--- src/rtl/tsep_pkg.sv ---
// Shared types, constants and the month-offset table for the timestamp
// text to epoch seconds unit. No dependencies.
package tsep_pkg;

    // number of numeric fields in a token: year, month, day, hour, minute, second
    localparam logic [2:0] FIELD_COUNT = 3'd6;
    localparam logic [2:0] FIELD_YEAR = 3'd0;
    localparam logic [2:0] FIELD_MONTH = 3'd1;
    localparam logic [2:0] FIELD_DAY = 3'd2;
    localparam logic [2:0] FIELD_HOUR = 3'd3;
    localparam logic [2:0] FIELD_MINUTE = 3'd4;
    localparam logic [2:0] FIELD_SECOND = 3'd5;

    // separator characters
    localparam logic [7:0] CHAR_SPACE = 8'h20;
    localparam logic [7:0] CHAR_COLON = 8'h3A;
    localparam logic [7:0] CHAR_DASH = 8'h2D;
    localparam logic [7:0] CHAR_SLASH = 8'h2F;
    localparam logic [7:0] CHAR_T = 8'h54;
    localparam logic [7:0] CHAR_DOT = 8'h2E;
    localparam logic [7:0] CHAR_LF = 8'h0A;
    localparam logic [7:0] CHAR_CR = 8'h0D;
    localparam logic [31:0] CHAR_ZERO = 32'd48;

    // date arithmetic constants
    localparam logic [31:0] EPOCH_YEAR = 32'd1970;
    localparam logic [31:0] SEC_PER_DAY = 32'd86400;
    localparam logic [31:0] SEC_PER_HOUR = 32'd3600;
    localparam logic [31:0] SEC_PER_MINUTE = 32'd60;
    localparam logic [31:0] DAYS_PER_YEAR = 32'd365;
    localparam logic [31:0] MONTH_COUNT = 32'd12;
    localparam logic [31:0] LAST_LEAP_MONTH = 32'd2;

    // one input item
    typedef struct packed {
        logic [7:0] char_code;
        logic       last_char;
    } char_item_t;

    // one result item
    typedef struct packed {
        logic [31:0] epoch_seconds;
        logic        month_invalid;
    } result_t;

    // parsed token passed from the parser to the date unit
    typedef struct packed {
        logic [31:0] year_value;
        logic [31:0] month_value;
        logic [31:0] day_value;
        logic [31:0] hour_value;
        logic [31:0] minute_value;
        logic [31:0] second_value;
    } record_t;

    // date unit sequencer states
    typedef enum logic [2:0] {
        BACK_IDLE,
        BACK_BASE,
        BACK_YEARS,
        BACK_DAYS,
        BACK_HOURS,
        BACK_MINUTES,
        BACK_FINISH
    } back_state_t;

    // days before the first of each month in a non-leap year
    function automatic logic [8:0] days_before_month(input logic [3:0] month_index);
        logic [8:0] days;
        begin
            case (month_index)
                4'd0:    days = 9'd0;
                4'd1:    days = 9'd31;
                4'd2:    days = 9'd59;
                4'd3:    days = 9'd90;
                4'd4:    days = 9'd120;
                4'd5:    days = 9'd151;
                4'd6:    days = 9'd181;
                4'd7:    days = 9'd212;
                4'd8:    days = 9'd243;
                4'd9:    days = 9'd273;
                4'd10:   days = 9'd304;
                4'd11:   days = 9'd334;
                default: days = 9'd0;
            endcase
            return days;
        end
    endfunction

endpackage

--- src/rtl/tsep_front.sv ---
// Character parser: splits the token into six numeric fields and hands a
// complete record to the queue on the last character. Depends on tsep_pkg.
module tsep_front (
    input  logic                clk,
    input  logic                rst_n,
    input  logic                push,
    output logic                full,
    input  tsep_pkg::char_item_t char_item,
    output logic                rec_push,
    input  logic                rec_full,
    output tsep_pkg::record_t   rec_data
);

    logic [2:0]  field_number_reg, field_number_next;
    logic [31:0] acc_reg, acc_next;
    logic [31:0] year_reg, year_next;
    logic [31:0] month_reg, month_next;
    logic [31:0] day_reg, day_next;
    logic [31:0] hour_reg, hour_next;
    logic [31:0] minute_reg, minute_next;

    logic        accept;
    logic        is_sep;
    logic [31:0] char_signed;
    logic [2:0]  step_field;
    logic [31:0] step_acc;
    logic [31:0] step_year, step_month, step_day, step_hour, step_minute;

    // the parser only stalls when no queue slot is free
    assign full   = rec_full;
    assign accept = push && !rec_full;

    // separator classification and signed digit value
    assign is_sep = char_item.char_code inside {
        tsep_pkg::CHAR_SPACE, tsep_pkg::CHAR_COLON, tsep_pkg::CHAR_DASH,
        tsep_pkg::CHAR_SLASH, tsep_pkg::CHAR_T, tsep_pkg::CHAR_DOT,
        tsep_pkg::CHAR_LF, tsep_pkg::CHAR_CR};
    assign char_signed = {{24{char_item.char_code[7]}}, char_item.char_code};

    // state after consuming the current character
    always_comb
    begin
        step_field  = field_number_reg;
        step_acc    = acc_reg;
        step_year   = year_reg;
        step_month  = month_reg;
        step_day    = day_reg;
        step_hour   = hour_reg;
        step_minute = minute_reg;
        if (field_number_reg < tsep_pkg::FIELD_COUNT)
        begin
            if (is_sep)
            begin
                if (field_number_reg < tsep_pkg::FIELD_SECOND)
                begin
                    case (field_number_reg)
                        tsep_pkg::FIELD_YEAR:   step_year   = acc_reg;
                        tsep_pkg::FIELD_MONTH:  step_month  = acc_reg;
                        tsep_pkg::FIELD_DAY:    step_day    = acc_reg;
                        tsep_pkg::FIELD_HOUR:   step_hour   = acc_reg;
                        tsep_pkg::FIELD_MINUTE: step_minute = acc_reg;
                        default: ;
                    endcase
                    step_acc = '0;
                end
                step_field = field_number_reg + 3'd1;
            end
            else
            begin
                step_acc = (acc_reg << 3) + (acc_reg << 1) + char_signed
                           - tsep_pkg::CHAR_ZERO;
            end
        end
    end

    // record formed on the last character: the open field is closed
    always_comb
    begin
        rec_data.year_value   = step_year;
        rec_data.month_value  = step_month;
        rec_data.day_value    = step_day;
        rec_data.hour_value   = step_hour;
        rec_data.minute_value = step_minute;
        rec_data.second_value = '0;
        case (step_field)
            tsep_pkg::FIELD_YEAR:   rec_data.year_value   = step_acc;
            tsep_pkg::FIELD_MONTH:  rec_data.month_value  = step_acc;
            tsep_pkg::FIELD_DAY:    rec_data.day_value    = step_acc;
            tsep_pkg::FIELD_HOUR:   rec_data.hour_value   = step_acc;
            tsep_pkg::FIELD_MINUTE: rec_data.minute_value = step_acc;
            default:                rec_data.second_value = step_acc;
        endcase
    end

    assign rec_push = accept && char_item.last_char;

    // next parser state: cleared after the last character
    always_comb
    begin
        field_number_next = field_number_reg;
        acc_next          = acc_reg;
        year_next         = year_reg;
        month_next        = month_reg;
        day_next          = day_reg;
        hour_next         = hour_reg;
        minute_next       = minute_reg;
        if (accept)
        begin
            if (char_item.last_char)
            begin
                field_number_next = '0;
                acc_next          = '0;
                year_next         = '0;
                month_next        = '0;
                day_next          = '0;
                hour_next         = '0;
                minute_next       = '0;
            end
            else
            begin
                field_number_next = step_field;
                acc_next          = step_acc;
                year_next         = step_year;
                month_next        = step_month;
                day_next          = step_day;
                hour_next         = step_hour;
                minute_next       = step_minute;
            end
        end
    end

    // parser registers
    always_ff @(posedge clk or negedge rst_n)
    begin
        if (!rst_n)
        begin
            field_number_reg <= '0;
            acc_reg          <= '0;
            year_reg         <= '0;
            month_reg        <= '0;
            day_reg          <= '0;
            hour_reg         <= '0;
            minute_reg       <= '0;
        end
        else
        begin
            field_number_reg <= field_number_next;
            acc_reg          <= acc_next;
            year_reg         <= year_next;
            month_reg        <= month_next;
            day_reg          <= day_next;
            hour_reg         <= hour_next;
            minute_reg       <= minute_next;
        end
    end

endmodule

--- src/rtl/tsep_queue.sv ---
// Two-entry record queue between the parser and the date unit.
// Depends on tsep_pkg.
module tsep_queue (
    input  logic              clk,
    input  logic              rst_n,
    input  logic              push,
    output logic              full,
    input  tsep_pkg::record_t wr_data,
    input  logic              pop,
    output logic              empty,
    output tsep_pkg::record_t rd_data
);

    tsep_pkg::record_t entry_reg [2];
    logic       wr_ptr_reg, wr_ptr_next;
    logic       rd_ptr_reg, rd_ptr_next;
    logic [1:0] count_reg, count_next;
    logic       do_push, do_pop;

    assign full    = (count_reg == 2'd2);
    assign empty   = (count_reg == 2'd0);
    assign do_push = push && !full;
    assign do_pop  = pop && !empty;
    assign rd_data = entry_reg[rd_ptr_reg];

    // pointer and fill count update
    always_comb
    begin
        wr_ptr_next = do_push ? ~wr_ptr_reg : wr_ptr_reg;
        rd_ptr_next = do_pop ? ~rd_ptr_reg : rd_ptr_reg;
        count_next  = count_reg + {1'b0, do_push} - {1'b0, do_pop};
    end

    always_ff @(posedge clk or negedge rst_n)
    begin
        if (!rst_n)
        begin
            wr_ptr_reg <= 1'b0;
            rd_ptr_reg <= 1'b0;
            count_reg  <= '0;
        end
        else
        begin
            wr_ptr_reg <= wr_ptr_next;
            rd_ptr_reg <= rd_ptr_next;
            count_reg  <= count_next;
        end
    end

    // entry storage
    always_ff @(posedge clk)
    begin
        if (do_push)
        begin
            entry_reg[wr_ptr_reg] <= wr_data;
        end
    end

endmodule

--- src/rtl/tsep_back.sv ---
// Date unit: turns a parsed record into epoch seconds over a short sequence
// of constant multiplies and holds the result for the consumer. Depends on tsep_pkg.
module tsep_back (
    input  logic              clk,
    input  logic              rst_n,
    input  tsep_pkg::record_t rec_data,
    input  logic              rec_empty,
    output logic              rec_pop,
    output logic              empty,
    input  logic              pop,
    output tsep_pkg::result_t result
);

    tsep_pkg::back_state_t state_reg, state_next;
    tsep_pkg::record_t     rec_reg;
    tsep_pkg::result_t     result_reg;
    logic                  result_valid_reg, result_valid_next;
    logic [31:0]           acc_reg, acc_next;
    logic [31:0]           tyears_reg;
    logic                  invalid_reg;

    logic        slot_free;
    logic        load_rec;
    logic        load_result;
    logic [31:0] tyears;
    logic [31:0] tyears_plus2;
    logic [31:0] leaps;
    logic [31:0] month_index;
    logic        month_bad;
    logic        leap_adjust;
    logic [31:0] base_days;

    assign slot_free = !result_valid_reg || pop;

    // next state
    always_comb
    begin
        state_next = state_reg;
        case (state_reg)
            tsep_pkg::BACK_IDLE:
            begin
                if (!rec_empty)
                begin
                    state_next = tsep_pkg::BACK_BASE;
                end
            end
            tsep_pkg::BACK_BASE:    state_next = tsep_pkg::BACK_YEARS;
            tsep_pkg::BACK_YEARS:   state_next = tsep_pkg::BACK_DAYS;
            tsep_pkg::BACK_DAYS:    state_next = tsep_pkg::BACK_HOURS;
            tsep_pkg::BACK_HOURS:   state_next = tsep_pkg::BACK_MINUTES;
            tsep_pkg::BACK_MINUTES: state_next = tsep_pkg::BACK_FINISH;
            tsep_pkg::BACK_FINISH:
            begin
                if (slot_free)
                begin
                    state_next = tsep_pkg::BACK_IDLE;
                end
            end
            default: state_next = tsep_pkg::BACK_IDLE;
        endcase
    end

    // sequencer outputs
    always_comb
    begin
        load_rec    = 1'b0;
        load_result = 1'b0;
        case (state_reg)
            tsep_pkg::BACK_IDLE:   load_rec    = !rec_empty;
            tsep_pkg::BACK_FINISH: load_result = slot_free;
            default: ;
        endcase
    end

    assign rec_pop = load_rec;

    // day count before the year term
    always_comb
    begin
        tyears       = rec_reg.year_value - tsep_pkg::EPOCH_YEAR;
        tyears_plus2 = tyears + 32'd2;
        leaps        = tyears_plus2 >> 2;
        month_index  = rec_reg.month_value - 32'd1;
        month_bad    = (month_index >= tsep_pkg::MONTH_COUNT);
        leap_adjust  = (rec_reg.month_value <= tsep_pkg::LAST_LEAP_MONTH)
                       && (tyears_plus2[1:0] == 2'b00);
        base_days    = {23'd0, tsep_pkg::days_before_month(month_index[3:0])}
                       + rec_reg.day_value - 32'd1 + leaps
                       - {31'd0, leap_adjust};
    end

    // accumulator: at most one constant multiply per step
    always_comb
    begin
        acc_next = acc_reg;
        case (state_reg)
            tsep_pkg::BACK_BASE:    acc_next = base_days;
            tsep_pkg::BACK_YEARS:
                acc_next = acc_reg + 32'(tyears_reg * tsep_pkg::DAYS_PER_YEAR);
            tsep_pkg::BACK_DAYS:
                acc_next = 32'(acc_reg * tsep_pkg::SEC_PER_DAY);
            tsep_pkg::BACK_HOURS:
                acc_next = acc_reg + 32'(rec_reg.hour_value * tsep_pkg::SEC_PER_HOUR);
            tsep_pkg::BACK_MINUTES:
                acc_next = acc_reg
                           + 32'(rec_reg.minute_value * tsep_pkg::SEC_PER_MINUTE)
                           + rec_reg.second_value;
            default: ;
        endcase
    end

    // result slot valid flag
    always_comb
    begin
        result_valid_next = result_valid_reg;
        if (load_result)
        begin
            result_valid_next = 1'b1;
        end
        else if (pop)
        begin
            result_valid_next = 1'b0;
        end
    end

    always_ff @(posedge clk or negedge rst_n)
    begin
        if (!rst_n)
        begin
            state_reg        <= tsep_pkg::BACK_IDLE;
            result_valid_reg <= 1'b0;
        end
        else
        begin
            state_reg        <= state_next;
            result_valid_reg <= result_valid_next;
        end
    end

    // datapath registers
    always_ff @(posedge clk)
    begin
        acc_reg <= acc_next;
        if (load_rec)
        begin
            rec_reg <= rec_data;
        end
        if (state_reg == tsep_pkg::BACK_BASE)
        begin
            tyears_reg  <= tyears;
            invalid_reg <= month_bad;
        end
        if (load_result)
        begin
            result_reg.epoch_seconds <= invalid_reg ? 32'd0 : acc_reg;
            result_reg.month_invalid <= invalid_reg;
        end
    end

    assign empty  = !result_valid_reg;
    assign result = result_reg;

endmodule

--- src/rtl/timestamp_text_to_epoch_seconds_unit.sv ---
// Timestamp text to epoch seconds unit: parser, record queue and date unit.
// Depends on tsep_pkg, tsep_front, tsep_queue and tsep_back.
//
// Usage:
//   Input channel: one character item per cycle with push; an item is taken
//   when push is high and full is low. last_char marks the final character of
//   a token; each token produces exactly one result item.
//   Result channel: while empty is low, result holds the oldest result; it is
//   taken when pop is high and empty is low.
// Flow:
//   The parser takes one character per cycle while full is low. A finished
//   token is queued (two entries); the date unit takes one token at a time
//   through its idle, base, years, days, hours, minutes and finish states,
//   at most one constant multiply per step. Tokens arriving faster than the
//   date unit finishes them fill the queue, and full rises until it drains.
// Reset: rst_n clears the parser state, the queue and the result slot.
// Stalls:
//   While the result is not popped, the date unit holds its next result and
//   stops draining the queue; the parser keeps taking characters until the
//   queue is full.
module timestamp_text_to_epoch_seconds_unit (
    input  logic                 clk,
    input  logic                 rst_n,
    input  logic                 push,
    output logic                 full,
    input  tsep_pkg::char_item_t char_item,
    output logic                 empty,
    input  logic                 pop,
    output tsep_pkg::result_t    result
);

    tsep_pkg::record_t front_rec;
    tsep_pkg::record_t queue_rec;
    logic              rec_push;
    logic              rec_full;
    logic              rec_pop;
    logic              rec_empty;

    tsep_front u_front (
        .clk       (clk),
        .rst_n     (rst_n),
        .push      (push),
        .full      (full),
        .char_item (char_item),
        .rec_push  (rec_push),
        .rec_full  (rec_full),
        .rec_data  (front_rec)
    );

    tsep_queue u_queue (
        .clk     (clk),
        .rst_n   (rst_n),
        .push    (rec_push),
        .full    (rec_full),
        .wr_data (front_rec),
        .pop     (rec_pop),
        .empty   (rec_empty),
        .rd_data (queue_rec)
    );

    tsep_back u_back (
        .clk       (clk),
        .rst_n     (rst_n),
        .rec_data  (queue_rec),
        .rec_empty (rec_empty),
        .rec_pop   (rec_pop),
        .empty     (empty),
        .pop       (pop),
        .result    (result)
    );

endmodule
--- config.mk ---
export PLATFORM = sky130hd
export DESIGN_NAME = timestamp_text_to_epoch_seconds_unit
export DESIGN_NICKNAME = d
export VERILOG_FILES = /design/src/rtl/tsep_pkg.sv /design/src/rtl/tsep_front.sv /design/src/rtl/tsep_queue.sv /design/src/rtl/tsep_back.sv /design/src/rtl/timestamp_text_to_epoch_seconds_unit.sv
export SDC_FILE = /design/constraint.sdc
export NUM_CORES = 2
export LEC_CHECK = 0
export ABC_AREA = 0
export BUFFER_PORTS_ARGS = -buffer_cell sky130_fd_sc_hd__buf_2
export CAP_MARGIN = 10
export CORE_UTILIZATION = 51
export CTS_CLUSTER_DIAMETER = 30
export DETAILED_ROUTE_END_ITERATION = 6
export MAX_ROUTING_LAYER = met4
export PLACE_DENSITY = 0.66
export SYNTH_ARGS = -nofsm -noshare
export SYNTH_HDL_FRONTEND = slang
export SYNTH_SLANG_ARGS = --single-unit
--- constraint.sdc ---
create_clock -name clk -period 23.6 [get_ports clk]
set_clock_uncertainty 0.15 [all_clocks]
set_input_delay 4.72 -clock clk [delete_from_list [all_inputs] [get_ports clk]]
set_output_delay 4.72 -clock clk [all_outputs]
set_load 0.05 [all_outputs]
### Word level (Yosys, flattened, before mapping)

Memory sizes are Yosys's and may differ from the RTL's. A register that Yosys moved wholly into a read port is not among the register bits.
Index checks and enable logic that the tools add are counted.
Widths: inputs -> output; s select.

| operators by class | value |
|---|---|
| reductions and logical operators | 19 |
| multiplexer cells | 48 |
| equal/unequal tests | 25 |
| $lt $le $gt $ge | 4 |
| bitwise logic cells | 2 |
| multipliers | 4 |
| $add $sub $neg | 17 |

Operator list:

| operator | number |
|---|---|
| $mux 32 | 35 |
| $add 32x32->32 | 6 |
| $pmux 32 s5 | 1 |
| $sub 32x1->32 const B | 2 |
| $eq 8x6->1 const B | 5 |
| $add 32x2->32 const B | 1 |
| $add 32x30->32 | 1 |
| $add 9x32->32 | 1 |
| $ge 32x4->1 const B | 1 |
| $le 32x2->1 const B | 1 |
| $mul 32x10->25 const B | 1 |
| $mul 32x4->30 const B | 1 |
| $mul 32x8->28 const B | 1 |
| $mul 32x9->32 const B | 1 |
| $sub 32x1->32 | 1 |
| $sub 32x11->32 const B | 1 |
| $sub 32x6->32 const B | 1 |
| $pmux 3 s7 | 1 |
| $eq 3x2->1 const B | 6 |
| $eq 8x4->1 const B | 2 |
| $eq 3x3->1 const B | 5 |
| $mux 3 | 5 |
| $eq 3x1->1 const B | 3 |
| $logic_not 3->1 | 3 |
| 19 further kinds | 33 |

| word-level totals | value |
|---|---|
| bits in writable memories | 384 |
| register bits after elaboration | 301 |
| ROM bits | 144 |
| memories | 2 |
| word-level logic and storage cells | 138 |
| output and inout port bits | 35 |

Memories:

| name | depth | width | read ports | clocked after memory_dff | write ports | RTL line | RTL |
|---|---|---|---|---|---|---|---|
| u_queue.entry_reg | 2 | 192 | 1 | 1 | 1 | tsep_queue.sv:14 | `tsep_pkg::record_t entry_reg [2];` |
| (name not given) | 16 | 9 | 1 | 0 | 0 | tsep_pkg.sv:71 | `case (month_index)` |

### Depth between registers and ports, before layout

| logic depth | value |
|---|---|
| depth in word-level cells | 7 |
| depth in mapped cells | 29 |
| depth with buffers taken out | 28 |

### Modules after synthesis

From an unflattened synthesis, not the netlist that was laid out.

| second synthesis, totals | value |
|---|---|
| cells, all modules | 5425 |
| area, all modules | 59642.2 um^2 |

By module, submodules not included:

| module | cells each | area each (um^2) | seq. area each (um^2) | instances |
|---|---|---|---|---|
| tsep_back | 3072 | 31230.0 | 8628.3 | 1 |
| tsep_front | 1738 | 14305.0 | 4879.7 | 1 |
| tsep_queue | 615 | 14107.3 | 11631.2 | 1 |

### Least setup slack after synthesis

No wires, ideal clock.

| path | value |
|---|---|
| path type | input to register |
| start point | input port push |
| end point | memory u_queue.entry_reg[0][0] in the netlist's numbering (enable) |
| stages | 4 |
| data arrival time | 12.914 ns |
| buffers on the path | 1 |
| data required time | 22.714 ns |
| slack | 9.801 ns |
| cells stage by stage | nor2b_1 -> clkbuf_1 -> nand2_1 -> nor2_1 |

| between the ends | value |
|---|---|
| word-level cells in the longest chain between the ends | 5 |

Ends and longest elaborated chain:

| element | RTL line | RTL |
|---|---|---|
| start, declared | timestamp_text_to_epoch_seconds_unit.sv:24 | `input logic push,` |
| $logic_and 1x1->1 | tsep_front.sv:31 | `assign accept = push && !rec_full;` |
| $logic_and 1x1->1 | tsep_front.sv:95 | `assign rec_push = accept && char_item.last_char;` |
| $logic_and 1x1->1 | tsep_queue.sv:22 | `assign do_push = push && !full;` |
| $mux 1 | tsep_queue.sv:53 | `if (do_push)` |
| $mux 1 (implied by the code) | tsep_queue.sv:55 | `entry_reg[wr_ptr_reg] <= wr_data;` |
| end, declared | tsep_queue.sv:14 |  |

No other way between the ends.

==> results.sh <==
export IMPL_outcome="complete, no violations"
export IMPL_cts_htree_levels=4
export IMPL_vias=42882
export IMPL_drv_cap=0
export IMPL_hold_depth=2
export IMPL_grt_ovfl_total=0
export IMPL_cts_buffer_depth=3
export IMPL_hold_class="flop to flop"
export IMPL_endpoint="u_queue.entry_reg[0][155]"
export IMPL_clk_pin_slew_ps=50
export IMPL_gp_congestion=0.953
export IMPL_yosysSeqAreaShare=0.415
export IMPL_initial_utilization=0.517
export IMPL_cts_resized=0
export IMPL_tightest_slew_ps=1260
export IMPL_dr_pass1_iters=6
export IMPL_synth_edf_count=656
export IMPL_fillers=9530
export IMPL_cp_end_kind="flop"
export IMPL_fin_crit_ps=8980
export IMPL_grtUsageMet1=0.408
export IMPL_max_freq_mhz=111
export IMPL_antenna_found_initial=9
export IMPL_finalSetupTns_ps=0
export IMPL_netlist_instances=5604
export IMPL_mostFrequentLayoutCell="inv_1"
export IMPL_crit_fanout=7
export IMPL_clock_latency_ps=780
export IMPL_synth_cell_types=96
export IMPL_avgSynthCellArea_um2=10.6
export IMPL_path_class="input port to flop"
export IMPL_first_global_vias=42816
export IMPL_wl_um=172000
export IMPL_grt_max_degree=141
export IMPL_r2r_start="u_back.rec_reg[35]"
export IMPL_syn_to_final_growth_pct=13.8
export IMPL_largest_reg_flops=372
export IMPL_dieHeight_um=343
export IMPL_dp_final_hpwl_um=124000
export IMPL_coreArea_um2=115000
export IMPL_rrSetupSlack_ps=15540
export IMPL_post_cts_buffers=0
export IMPL_critPathLaunchType="input port"
export IMPL_r2r_end="u_back.acc_reg[31]"
export IMPL_syn_area_um2=59300
export IMPL_final_nets=6451
export IMPL_crit_path_frequent_cell="a21oi_1"
export IMPL_num_rows=124
export IMPL_synth_ff_type="edfxtp_1"
export IMPL_antenna_left=0
export IMPL_async_reset_ff_frac=0.231
export IMPL_cp_slowest_cell="a32oi_1"
export IMPL_io_buffers=47
export IMPL_r2r_cells=26
export IMPL_startpoint="char_item[4]"
export IMPL_cts_sinks=853
export IMPL_critPathMaxStageDelay_ps=670
export IMPL_via_per_inst=5.85
export IMPL_root_buffer="clkbuf_16"
export IMPL_cts_tree="yes"
export IMPL_wl_per_cell_um=23.5
export IMPL_dieArea_um2=118000
export IMPL_grt_total_usage=0.306
export IMPL_maxSlewHeadroom=0.157
export IMPL_drt_iter0_drc=3762
export IMPL_drive_above_1_share=0.111
export IMPL_synth_nets=6400
export IMPL_layout_common_cells="815 x inv_1, 656 x edfxtp_1, 497 x a21oi_1"
export IMPL_met2_usage=0.478
export IMPL_fin_crit_sh=0.381
export IMPL_slew_violations=0
export IMPL_ios=48
export IMPL_grt_pass1_wl_um=261000
export IMPL_drcViolationCount=0
export IMPL_synth_seq_cells=853
export IMPL_finalHoldViolCount=0
export IMPL_setup_viol=0
export IMPL_arrival_ps=9290
export IMPL_use_met3=0.0418
export IMPL_ys_warn_count=0
export IMPL_busiest_layer="met2"
export IMPL_antenna_cells=0
export IMPL_die_w_um=343
export IMPL_hold_buffers=0
export IMPL_critPathRequiredTime_ps=23900
export IMPL_rsz0062_at_grt="false"
export IMPL_cts_inserted_buffers=187
export IMPL_crit_chain="buf_2 -> fa_1 -> ha_1 -> ha_1 -> inv_1 -> fa_1 -> nor2b_1 -> o31ai_1 -> a21oi_1 -> a21oi_1 -> o21a_1 -> o21ai_1 -> a21o_1 -> a211o_1 -> a32oi_1 -> a21oi_1"
how the worst min path moves through the flow:
stage / from / end
global route: u_front.month_reg[2] / u_front.month_reg[2]
floorplan: u_back.rec_reg[160] / u_back.tyears_reg[0]
detailed placement: u_front.hour_reg[22] / u_front.hour_reg[22]
global placement: u_front.hour_reg[22] / u_front.hour_reg[22]
CTS: u_front.hour_reg[22] / u_front.hour_reg[22]
finish: u_front.hour_reg[22] / u_front.hour_reg[22]
Yosys cell counts, types with 56 or more instances:
cell type	number	share of area
a211oi_1	179	0.023
a21o_1	76	0.0096
a21oi_1	497	0.042
and2_1	72	0.0076
clkbuf_1	222	0.014
dfrtp_1	197	0.083
edfxtp_1	656	0.33
fa_1	336	0.11
ha_1	447	0.094
inv_1	815	0.052
mux2_2	188	0.036
nand2_1	334	0.021
nand3_1	56	0.0047
nor2_1	240	0.015
nor2b_1	119	0.013
o21ai_0	145	0.012
o21ai_1	156	0.013
xnor2_1	161	0.024
xor2_1	106	0.016
critical path, delay by kind of cell:
family | cells | cell delay (ps)
AO/OA/AOI/OAI | 9 | 3030
AND/OR/NAND/NOR | 1 | 70
buffers and inverters | 2 | 220
adder cells (fa/ha/maj) | 4 | 1240
cell families (layout without fill, tap and decap cells):
group                    after synthesis  count (layout)  synth area share
AO/OA/AOI/OAI                       1398            1398             0.146
buffers and inverters               1051            1262            0.0675
AND/OR/NAND/NOR                     1047            1047            0.0852
flip-flops                           853             853             0.415
adder cells (fa/ha/maj)              783             783             0.208
XOR/XNOR                             267             267            0.0394
multiplexers                         205             205            0.0386
final cells by class:
type | instances | area [um^2] | share of cell area
multi-input cells | 3700 | 30900 | 0.457
flip-flops and latches | 853 | 24600 | 0.365
clock buffers | 233 | 5040 | 0.0746
inverters | 815 | 3060 | 0.0453
well taps | 1512 | 1890 | 0.0280
clock inverters | 116 | 1380 | 0.0205
repair buffers | 98 | 642 | 0.00951
routing by layer:
layer	routed length [um]	vias to the layer above	part of all wire
met1	74100	21189	0.43
met2	80800	1650	0.47
li1	-	19722	-
met5	0	-	0
met4	6130	0	0.036
met3	11300	321	0.066
per-stage QoR:
| step | worst slack [ps] | hold slack (ps) | utilization | std cells | area (um^2) |
|---|---|---|---|---|---|
| 4_1_cts | 14660 | 324 | 0.588 | 7327 | 67500 |
| 3_5_place_dp | 13870 | 314 | 0.532 | 6978 | 61100 |
| 3_3_place_gp | 13920 | 305 | 0.532 | 6978 | 61100 |
| 6_report | 14620 | 320 | 0.588 | 7327 | 67500 |
| 2_1_floorplan | 9800 | 277 | - | 5604 | 59300 |
| 5_1_grt | 14440 | 338 | 0.588 | 7327 | 67500 |
Power is not shown: default switching activity piles up to over one toggle a cycle in this logic, so the estimate is an artifact.
